===== src/rtl/bdar_pkg.sv =====
// ----------------------------------------------------------------------------
// bdar_pkg
// Shared types and constants for the button-driven axis ramp.
// ----------------------------------------------------------------------------
package bdar_pkg;

  // field widths
  localparam int unsigned PosW    = 32;
  localparam int unsigned SpeedW  = 25;
  localparam int unsigned DtW     = 20;
  localparam int unsigned ProdW   = (SpeedW - 1) + DtW;
  localparam int unsigned CapW    = ProdW - 16;
  localparam int unsigned CfgIdxW = 3;

  // default range, -1.0 .. 1.0 in Q15.16
  localparam logic signed [PosW-1:0]   DefaultMin = 32'shFFFF_0000;
  localparam logic signed [PosW-1:0]   DefaultMax = 32'sh0001_0000;
  // speed reset value, -1 means jump
  localparam logic signed [SpeedW-1:0] SpeedReset = 25'h1FF_FFFF;

  // configuration register indexes
  typedef enum logic [CfgIdxW-1:0] {
    CFG_AXIS_MIN       = 3'd0,
    CFG_AXIS_MAX       = 3'd1,
    CFG_POSITIVE_SPEED = 3'd2,
    CFG_NEGATIVE_SPEED = 3'd3,
    CFG_CENTER_SPEED   = 3'd4,
    CFG_REST_SPEED     = 3'd5
  } cfg_idx_e;

  // ramp target kind
  typedef enum logic [1:0] {
    MODE_MID   = 2'd0,
    MODE_PLUS  = 2'd1,
    MODE_MINUS = 2'd2
  } mode_e;

  // effective configuration seen by the datapath
  typedef struct packed {
    logic signed [PosW-1:0]   lo;
    logic signed [PosW-1:0]   hi;
    logic signed [PosW-1:0]   mid;
    logic signed [SpeedW-1:0] positive_speed;
    logic signed [SpeedW-1:0] negative_speed;
    logic signed [SpeedW-1:0] center_speed;
    logic signed [SpeedW-1:0] rest_speed;
  } cfg_t;

endpackage


===== src/rtl/button_driven_axis_ramp_core.sv =====
// ----------------------------------------------------------------------------
// button_driven_axis_ramp_core
// Slew-rate-limited axis position driven by plus, minus and center buttons.
// ----------------------------------------------------------------------------
// pipeline: decode/multiply stage, then position update stage, from input
//   transaction to result valid
// throughput: 1 transaction per cycle while the output is not stalled; the
//   position feedback closes in one compare-and-add stage
// reset: position 0, range -1.0 .. 1.0, all speeds -1 (jump), pipeline empty
module button_driven_axis_ramp_core (
  input  logic                         clk_i,
  input  logic                         rst_ni,
  // input ticks
  input  logic                         s_axis_tvalid,
  output logic                         s_axis_tready,
  // plus_pressed[0], minus_pressed[1], center_pressed[2], elapsed_time[22:3]
  input  logic [23:0]                  s_axis_tdata,
  // results
  output logic                         m_axis_tvalid,
  input  logic                         m_axis_tready,
  // axis_position[31:0], at_target[32]
  output logic [39:0]                  m_axis_tdata,
  // configuration
  input  logic                         cfg_we_i,
  input  logic [bdar_pkg::CfgIdxW-1:0] cfg_idx_i,
  input  logic [bdar_pkg::PosW-1:0]    cfg_wdata_i
);

  bdar_pkg::cfg_t cfg;

  bdar_cfg_regs u_cfg (
    .clk_i       (clk_i),
    .rst_ni      (rst_ni),
    .cfg_we_i    (cfg_we_i),
    .cfg_idx_i   (cfg_idx_i),
    .cfg_wdata_i (cfg_wdata_i),
    .cfg_o       (cfg)
  );

  // input field unpacking
  logic                          in_plus, in_minus, in_center;
  logic [bdar_pkg::DtW-1:0]      in_dt;
  assign in_plus   = s_axis_tdata[0];
  assign in_minus  = s_axis_tdata[1];
  assign in_center = s_axis_tdata[2];
  assign in_dt     = s_axis_tdata[22:3];

  // handshake
  logic s1_valid_q, s1_valid_d;
  logic out_valid_q, out_valid_d;
  logic out_ready, s1_adv, in_acc;

  assign out_ready     = !out_valid_q || m_axis_tready;
  assign s1_adv        = s1_valid_q && out_ready;
  assign s_axis_tready = !s1_valid_q || out_ready;
  assign in_acc        = s_axis_tvalid && s_axis_tready;

  // mode decode: center wins, plus and minus together cancel
  bdar_pkg::mode_e               mode_d;
  logic signed [bdar_pkg::SpeedW-1:0] speed;
  logic signed [bdar_pkg::PosW-1:0]   target_d;

  always_comb begin
    if (in_center) begin
      mode_d = bdar_pkg::MODE_MID;
      speed  = cfg.center_speed;
    end else if (in_plus && !in_minus) begin
      mode_d = bdar_pkg::MODE_PLUS;
      speed  = cfg.positive_speed;
    end else if (in_minus && !in_plus) begin
      mode_d = bdar_pkg::MODE_MINUS;
      speed  = cfg.negative_speed;
    end else begin
      mode_d = bdar_pkg::MODE_MID;
      speed  = cfg.rest_speed;
    end
  end

  always_comb begin
    case (mode_d)
      bdar_pkg::MODE_PLUS:  target_d = cfg.hi;
      bdar_pkg::MODE_MINUS: target_d = cfg.lo;
      default:              target_d = cfg.mid;
    endcase
  end

  // step cap, speed times elapsed time in Q16
  logic [bdar_pkg::ProdW-1:0] prod;
  assign prod = {{bdar_pkg::DtW{1'b0}}, speed[bdar_pkg::SpeedW-2:0]}
              * {{(bdar_pkg::SpeedW-1){1'b0}}, in_dt};

  // decode stage registers
  bdar_pkg::mode_e                  s1_mode_q;
  logic                             s1_jump_q;
  logic [bdar_pkg::CapW-1:0]        s1_cap_q;
  logic signed [bdar_pkg::PosW-1:0] s1_target_q;

  always_comb begin
    s1_valid_d = s1_valid_q;
    if (in_acc) begin
      s1_valid_d = 1'b1;
    end else if (s1_adv) begin
      s1_valid_d = 1'b0;
    end
  end

  always_ff @(posedge clk_i or negedge rst_ni) begin
    if (!rst_ni) begin
      s1_valid_q <= 1'b0;
    end else begin
      s1_valid_q <= s1_valid_d;
    end
  end

  always_ff @(posedge clk_i) begin
    if (in_acc) begin
      s1_mode_q   <= mode_d;
      s1_jump_q   <= speed[bdar_pkg::SpeedW-1];
      s1_cap_q    <= prod[bdar_pkg::ProdW-1:16];
      s1_target_q <= target_d;
    end
  end

  // position update
  logic signed [bdar_pkg::PosW-1:0] pos_q, pos_d;
  logic                             at_target_q;
  logic                             down, capped;
  logic signed [bdar_pkg::PosW:0]   delta;
  logic [bdar_pkg::PosW-1:0]        step;

  // in mid mode, at or below the midpoint the position moves upward
  assign down = (s1_mode_q == bdar_pkg::MODE_MINUS)
             || ((s1_mode_q == bdar_pkg::MODE_MID) && (pos_q > s1_target_q));

  // signed distance; negative when already past the target, then no cap
  assign delta = down
    ? ({pos_q[bdar_pkg::PosW-1], pos_q} - {s1_target_q[bdar_pkg::PosW-1], s1_target_q})
    : ({s1_target_q[bdar_pkg::PosW-1], s1_target_q} - {pos_q[bdar_pkg::PosW-1], pos_q});

  assign capped = !s1_jump_q
               && (delta > $signed({{(bdar_pkg::PosW + 1 - bdar_pkg::CapW){1'b0}}, s1_cap_q}));
  assign step   = {{(bdar_pkg::PosW - bdar_pkg::CapW){1'b0}}, s1_cap_q};

  // a capped step stops short of the target and does not pass it, so never overflows
  always_comb begin
    if (!capped) begin
      pos_d = s1_target_q;
    end else if (down) begin
      pos_d = pos_q - $signed(step);
    end else begin
      pos_d = pos_q + $signed(step);
    end
  end

  always_comb begin
    out_valid_d = out_valid_q;
    if (s1_adv) begin
      out_valid_d = 1'b1;
    end else if (m_axis_tready) begin
      out_valid_d = 1'b0;
    end
  end

  // position doubles as the result register
  always_ff @(posedge clk_i or negedge rst_ni) begin
    if (!rst_ni) begin
      out_valid_q <= 1'b0;
      pos_q       <= '0;
    end else begin
      out_valid_q <= out_valid_d;
      if (s1_adv) begin
        pos_q <= pos_d;
      end
    end
  end

  // uncapped step always ends on the target, a capped one never does
  always_ff @(posedge clk_i) begin
    if (s1_adv) begin
      at_target_q <= !capped;
    end
  end

  assign m_axis_tvalid = out_valid_q;
  assign m_axis_tdata  = {7'b0, at_target_q, pos_q};

endmodule


===== src/rtl/bdar_cfg_regs.sv =====
// ----------------------------------------------------------------------------
// bdar_cfg_regs
// Configuration registers with range fallback and midpoint computation.
// ----------------------------------------------------------------------------
module bdar_cfg_regs (
  input  logic                             clk_i,
  input  logic                             rst_ni,
  input  logic                             cfg_we_i,
  input  logic [bdar_pkg::CfgIdxW-1:0]     cfg_idx_i,
  input  logic [bdar_pkg::PosW-1:0]        cfg_wdata_i,
  output bdar_pkg::cfg_t                   cfg_o
);

  logic signed [bdar_pkg::PosW-1:0]   min_q, max_q;
  logic signed [bdar_pkg::SpeedW-1:0] pos_speed_q, neg_speed_q, ctr_speed_q, rest_speed_q;
  logic signed [bdar_pkg::PosW-1:0]   lo, hi;
  logic signed [bdar_pkg::PosW:0]     mid_sum;

  // register writes
  always_ff @(posedge clk_i or negedge rst_ni) begin
    if (!rst_ni) begin
      min_q        <= bdar_pkg::DefaultMin;
      max_q        <= bdar_pkg::DefaultMax;
      pos_speed_q  <= bdar_pkg::SpeedReset;
      neg_speed_q  <= bdar_pkg::SpeedReset;
      ctr_speed_q  <= bdar_pkg::SpeedReset;
      rest_speed_q <= bdar_pkg::SpeedReset;
    end else if (cfg_we_i) begin
      unique case (bdar_pkg::cfg_idx_e'(cfg_idx_i))
        bdar_pkg::CFG_AXIS_MIN:       min_q        <= cfg_wdata_i;
        bdar_pkg::CFG_AXIS_MAX:       max_q        <= cfg_wdata_i;
        bdar_pkg::CFG_POSITIVE_SPEED: pos_speed_q  <= cfg_wdata_i[bdar_pkg::SpeedW-1:0];
        bdar_pkg::CFG_NEGATIVE_SPEED: neg_speed_q  <= cfg_wdata_i[bdar_pkg::SpeedW-1:0];
        bdar_pkg::CFG_CENTER_SPEED:   ctr_speed_q  <= cfg_wdata_i[bdar_pkg::SpeedW-1:0];
        bdar_pkg::CFG_REST_SPEED:     rest_speed_q <= cfg_wdata_i[bdar_pkg::SpeedW-1:0];
        default: ;
      endcase
    end
  end

  // empty or inverted range falls back to the default range
  always_comb begin
    if (min_q >= max_q) begin
      lo = bdar_pkg::DefaultMin;
      hi = bdar_pkg::DefaultMax;
    end else begin
      lo = min_q;
      hi = max_q;
    end
  end

  // midpoint, rounded toward minus infinity
  assign mid_sum = {lo[bdar_pkg::PosW-1], lo} + {hi[bdar_pkg::PosW-1], hi};

  assign cfg_o.lo             = lo;
  assign cfg_o.hi             = hi;
  assign cfg_o.mid            = mid_sum[bdar_pkg::PosW:1];
  assign cfg_o.positive_speed = pos_speed_q;
  assign cfg_o.negative_speed = neg_speed_q;
  assign cfg_o.center_speed   = ctr_speed_q;
  assign cfg_o.rest_speed     = rest_speed_q;

endmodule


===== config.mk =====
export PLATFORM = sky130hd
export DESIGN_NAME = button_driven_axis_ramp_core
export DESIGN_NICKNAME = d
export VERILOG_FILES = /design/src/rtl/bdar_pkg.sv /design/src/rtl/button_driven_axis_ramp_core.sv /design/src/rtl/bdar_cfg_regs.sv
export SDC_FILE = /design/constraint.sdc
export NUM_CORES = 2
export LEC_CHECK = 0
export BUFFER_PORTS_ARGS = -buffer_cell sky130_fd_sc_hd__buf_2
export CORE_ASPECT_RATIO = 1.25
export CORE_UTILIZATION = 37
export DETAILED_ROUTE_END_ITERATION = 6
export PLACE_DENSITY_LB_ADDON = 0.3
export SYNTH_ARGS = -nofsm -noshare
export SYNTH_HDL_FRONTEND = slang
export SYNTH_SLANG_ARGS = --single-unit

===== constraint.sdc =====
create_clock -name clk_i -period 20.6 [get_ports clk_i]
set_clock_uncertainty 0.05 [all_clocks]
set_input_delay 3.09 -clock clk_i [delete_from_list [all_inputs] [get_ports clk_i]]
set_output_delay 3.09 -clock clk_i [all_outputs]
set_load 0.1 [all_outputs]

# After elaboration in Yosys (flattened, before gate mapping)
# Index checks and enable logic that the tools add are counted.
# totals
register_bits	262
input_bits	64
output_inout_bits	42
elab_cells	72
# op_classes
n_addsub	5
mul	1
n_lt_le_gt_ge	3
eq_ne	8
mux	16
n_reduce_logical	25
# ops
operator	count
$mux 32	4
$mux 25	3
$sub 32x32->33	2
$pmux 32 s2	1
$mul 24x20->44	1
$add 32x32->33	1
$gt 33x29->1	1
$mux 33	1
$add 32x29->32	1
$ge 32x32->1	1
$gt 32x32->1	1
$sub 32x29->32	1
$reduce_and 2->1	6
$eq 3x2->1 const B	2
$eq 3x3->1 const B	2
$logic_and 1x1->1	6
$logic_not 1->1	6
$mux 2	3
$eq 2x2->1 const B	2
$mux 1	4
$reduce_bool 2->1	2
$eq 3x1->1 const B	1
$logic_not 3->1	1
$logic_or 1x1->1	3
2 further kinds	2

# Logic depth before layout (Yosys ltp)
# depth
depth_word	7
mapped_depth	36
depth_no_buf	33

# Modules after synthesis
# A second synthesis with hierarchy kept.
# hier_totals
hier_cells	3910
hier_area_um2	35521.6
# modules_own_cells
module	n_inst	cells_each	area_each_um2	seq_area_each_um2
button_driven_axis_ramp_core	1	3101	26439.1	2772.7
bdar_cfg_regs	1	809	9082.5	4250.3

# Worst setup path before layout
# No wires, ideal clock.
# synth_path
path_kind	input port to flip-flop
startpoint	input port s_axis_tdata[0]
endpoint	register s1_cap_q[20] (netlist name) (data pin)
setup_ps	258
arrival_ps	10674
required_ps	20292
path_slack_ps	9618
stages	30
path_buffers	3
cell_sequence	clkbuf_1 -> nand2b_1 -> clkbuf_1 -> o22ai_1 -> o31ai_1 -> clkbuf_1 -> and2_1 -> fa_1 -> fa_1 -> inv_1 -> fa_1 -> inv_1 -> fa_1 -> fa_1 -> fa_1 -> fa_1 -> ha_1 -> a21o_1 -> a21o_1 -> a221oi_1 -> o31ai_1 -> a21oi_1 -> a21boi_1 -> o41a_1 -> or2_1 -> o311a_1 -> o21ai_0 -> nand2b_1 -> a21oi_1 -> xnor2_1
# synth_between
elab_chain_len	6
# synth_rtl
item	line_no	source
start: declaration	button_driven_axis_ramp_core.sv:17	input logic [23:0] s_axis_tdata,
$logic_not 1->1	button_driven_axis_ramp_core.sv:70	end else if (in_minus && !in_plus) begin
$logic_and 1x1->1	button_driven_axis_ramp_core.sv:70	
$mux 25	button_driven_axis_ramp_core.sv:70	
$mux 25 (*)	button_driven_axis_ramp_core.sv:67	end else if (in_plus && !in_minus) begin
$mux 25 (*)	button_driven_axis_ramp_core.sv:64	if (in_center) begin
$mul 24x20->44 (*)	button_driven_axis_ramp_core.sv:90	* {{(bdar_pkg::SpeedW-1){1'b0}}, in_dt};
named net prod (one bit)	button_driven_axis_ramp_core.sv:88	logic [bdar_pkg::ProdW-1:0] prod;
end signal: assignment	button_driven_axis_ramp_core.sv:119	s1_cap_q <= prod[bdar_pkg::ProdW-1:16];
end: declaration	button_driven_axis_ramp_core.sv:95	logic [bdar_pkg::CapW-1:0] s1_cap_q;
# Mark *: on every way through the listed nets, which the timed path passes. The rest lies on a longest branch.
# A chain may end at the register's enable or synchronous reset.

# Worst setup path after layout
# layout_path
startpoint	input port s_axis_tdata[1]
endpoint	register s1_cap_q[20] (netlist name) (data pin)
# layout_between
elab_chain_len	5
# layout_rtl
item	line_no
$logic_and 1x1->1 or $logic_not 1->1 (tied branches)	button_driven_axis_ramp_core.sv:70, button_driven_axis_ramp_core.sv:67
$mux 25 or $logic_and 1x1->1 (tied branches)	button_driven_axis_ramp_core.sv:70, button_driven_axis_ramp_core.sv:67
$mux 25 (*)	button_driven_axis_ramp_core.sv:67
$mux 25 (*)	button_driven_axis_ramp_core.sv:64
$mul 24x20->44 (*)	button_driven_axis_ramp_core.sv:90
named net prod (one bit)	button_driven_axis_ramp_core.sv:88
# Marks and branches as above.

==> run_results.csv <==
group,metric,value,unit
cells_and_area,drive_above_1_share,0.129,
routing,vias_per_cell,5.30,
cts,tritoncts,"done",
sta,relSlewSlack,0.213,
routing,vias,27000,
routing,drt_iter0_drc,1697,
die,coreArea,94300,sq um
sta,finalCritPeriodShare,0.573,
sta,setup_tns,0,ns
hold_path,holdPathEnd,"m_axis_tvalid",
sta,fmax,84.7,MHz
sta,worst_pin_slew,1.18,ns
cts,cts-resized-gates,0,
routing,finalWirelength,98900,um
routing,drtAntennaViolNets,0,
setup_path,cp-end-kind,"register",
placed_design,routabilityCongestion,0.938,
cts,cts-root-buf,"clkbuf_16",
setup_path,worstPathArrival,12.10,ns
synthesis,synth-edff-count,64,
cts,clk_pin_slew,0.06,ns
hold_path,hold_path.class,"reg -> reg",
grt,antenna_found_initial,8,
cts,cts.sinks,262,
cts,worstSkewPairLatency,0.62,ns
grt,grt_max_degree,97,
die,die_w,278,um
cells_and_area,fin_nets,4640,
sta,finalHoldViolCount,0,
setup_path,max_stage_delay,0.60,ns
die,initial_utilization,0.373,
run_status,status,"completed",
hold_path,hold_depth,1,
placed_design,dp_hpwl,75700,um
setup_path,cp_slowest_cell,"nand2_1",
grt,grtUsageTotal,0.207,
cells_and_area,final_cell_mix,"inv_1 (578), nand2_1 (397), fa_1 (395), ha_1 (340), and2_1 (323)",
cells_and_area,area_delta_synth_final,8.32,%
setup_path,reg2reg_depth,31,
setup_path,setup.worst_path.class,"in -> reg",
cells_and_area,fin_area,38100,sq um
setup_path,r2r_setup_slack,12.06,ns
cts,ctsHoldBuffers,0,
setup_path,crit_path_max_fanout,23,
cts,post-cts-setup-buffer-count,0,
setup_path,crit_top_cell,"fa_1",
grt,grt_pass1_vias,27800,
synthesis,syn_avg_cell_area,9.12,sq um
cts,numCtsBuffers,31,
sta,setup_viol,0,
placed_design,port_buffers,97,
grt,grt_first_pass_wirelength,157000,um
die,rows,126,
setup_path,r2r-end,"s1_cap_q[20]",
placed_design,place_area,36900,sq um
synthesis,async_flop_share,0.756,
routing,route.detailed.wl_per_inst,19.4,um
synthesis,netlist_area,35100,sq um
grt,grt-ovfl-total,0,
sta,final.min_clock_period,11.80,ns
synthesis,synthCells,3852,
flow_run,maxCapViolations,0,
synthesis,synth.distinct_cells,88,
setup_path,critPathLaunchType,"input pin",
setup_path,critPathLaunch,"s_axis_tdata[1]",
synthesis,synthFlopType,"dfstp_2",
die,ios,106,
setup_path,crit_buf_inv,9,
routing,first_pass_iters,6,
cts,htreeDepth,1,
sta,slew_violations,0,
setup_path,path_delay_family,"adder cells",
synthesis,yosysWarnings,0,
synthesis,synth-seq-area-share,0.200,
die,fp.dieH,347,um
hold_path,min-delay-start,"s1_valid_q",
sta,rsz0062_at_grt,"no",
routing,drc,0,
setup_path,required,20.90,ns
die,die_area,96200,sq um
cells_and_area,layout_commonest_cell,"inv_1",
cts,cts_buffer_depth,3,
setup_path,r2r_start,"u_cfg.pos_speed_q[9]",
synthesis,synth.ff_latch_count,262,
synth_stat cells (36+ instances only):
| library cell | n | area (sq um) |
|---|---|---|
| fa_1 | 395 | 7910 |
| inv_1 | 578 | 2170 |
| o21ai_0 | 156 | 781 |
| a21oi_1 | 179 | 896 |
| mux2_2 | 137 | 1540 |
| nand3_1 | 44 | 220 |
| nor2_1 | 132 | 495 |
| ha_1 | 341 | 4270 |
| mux2i_1 | 36 | 360 |
| xor2_1 | 42 | 368 |
| clkbuf_1 | 163 | 612 |
| edfxtp_1 | 64 | 1920 |
| nand2_1 | 398 | 1490 |
| a21o_1 | 74 | 556 |
| nand2b_1 | 47 | 294 |
| dfstp_2 | 117 | 3070 |
| xnor2_1 | 95 | 832 |
| and2_1 | 324 | 2030 |
| dfrtp_1 | 81 | 2030 |
| nand4_1 | 36 | 225 |
worst register-to-register path, delay by kind of cell (launching register included):
family                   cells  cell delay, ns
adder cells (fa/ha/maj)      8            3.72
AO/OA/AOI/OAI               12            2.58
buffers and inverters        7            0.68
AND/OR/NAND/NOR              3            0.60
flip-flops                   1            0.53
XOR/XNOR                     1            0.11
metal layers:
metal	share of wire	track usage	vias to the layer above	wire, um
met2	0.50	0.367	614	49200
met5	0	0	-	0
met3	0.039	0.0167	150	3880
met1	0.43	0.265	13600	42200
li1	-	-	12600	-
met4	0.036	0.0701	0	3530
state kept, by name, indices dropped and copies added, names as in the netlist, 2 cells and up:
register            count
u_cfg.neg_speed_q      25
pos_q                  32
s1_cap_q               28
s1_target_q            32
u_cfg.min_q            32
s1_mode_q               2
u_cfg.max_q            32
u_cfg.pos_speed_q      25
u_cfg.ctr_speed_q      25
u_cfg.rest_speed_q     25
cell type report:
cell class	instances	area, sq um
fill	9457	56200
timing repair buffer	141	825
tap	1216	1520
clock buffer	42	922
multi-input combinational	2824	25400
inverter	580	2180
antenna	6	15.0
sequential	262	7020
clock inverter	15	196
worst max-delay path by stage:
stage | slack [ns] | cells past startpoint | to
6_report | 8.80 | 35 | s1_cap_q[20]
4_1_cts | 8.74 | 35 | s1_cap_q[27]
2_1_floorplan | 9.62 | 30 | s1_cap_q[20]
5_1_grt | 8.26 | 35 | s1_cap_q[27]
3_5_place_dp | 8.13 | 35 | s1_cap_q[27]
3_3_place_gp | 8.19 | 35 | s1_cap_q[20]
through the flow:
step | utilization | instances | setup WS [ns] | hold slack (ns)
floorplan | - | 3858 | 9.62 | 0.407
global placement | 0.392 | 5023 | 8.19 | 0.437
finish | 0.404 | 5086 | 8.80 | 0.463
CTS | 0.404 | 5080 | 8.74 | 0.471
detailed placement | 0.392 | 5023 | 8.13 | 0.456
global route | 0.404 | 5084 | 8.26 | 0.509
cell families after synthesis:
| kind of cell | share of synthesized area |
|---|---|
| AOI/OAI and AO/OA | 0.126 |
| muxes | 0.0545 |
| and+or+nand+nor | 0.155 |
| xor gates and xnor gates | 0.0341 |
| adders and majority gates | 0.346 |
| DFF | 0.200 |
| other | 0.000107 |
| buffers and inverters | 0.0842 |
Power is not shown: default switching activity piles up to over one toggle a cycle in this logic, so the estimate is an artifact.
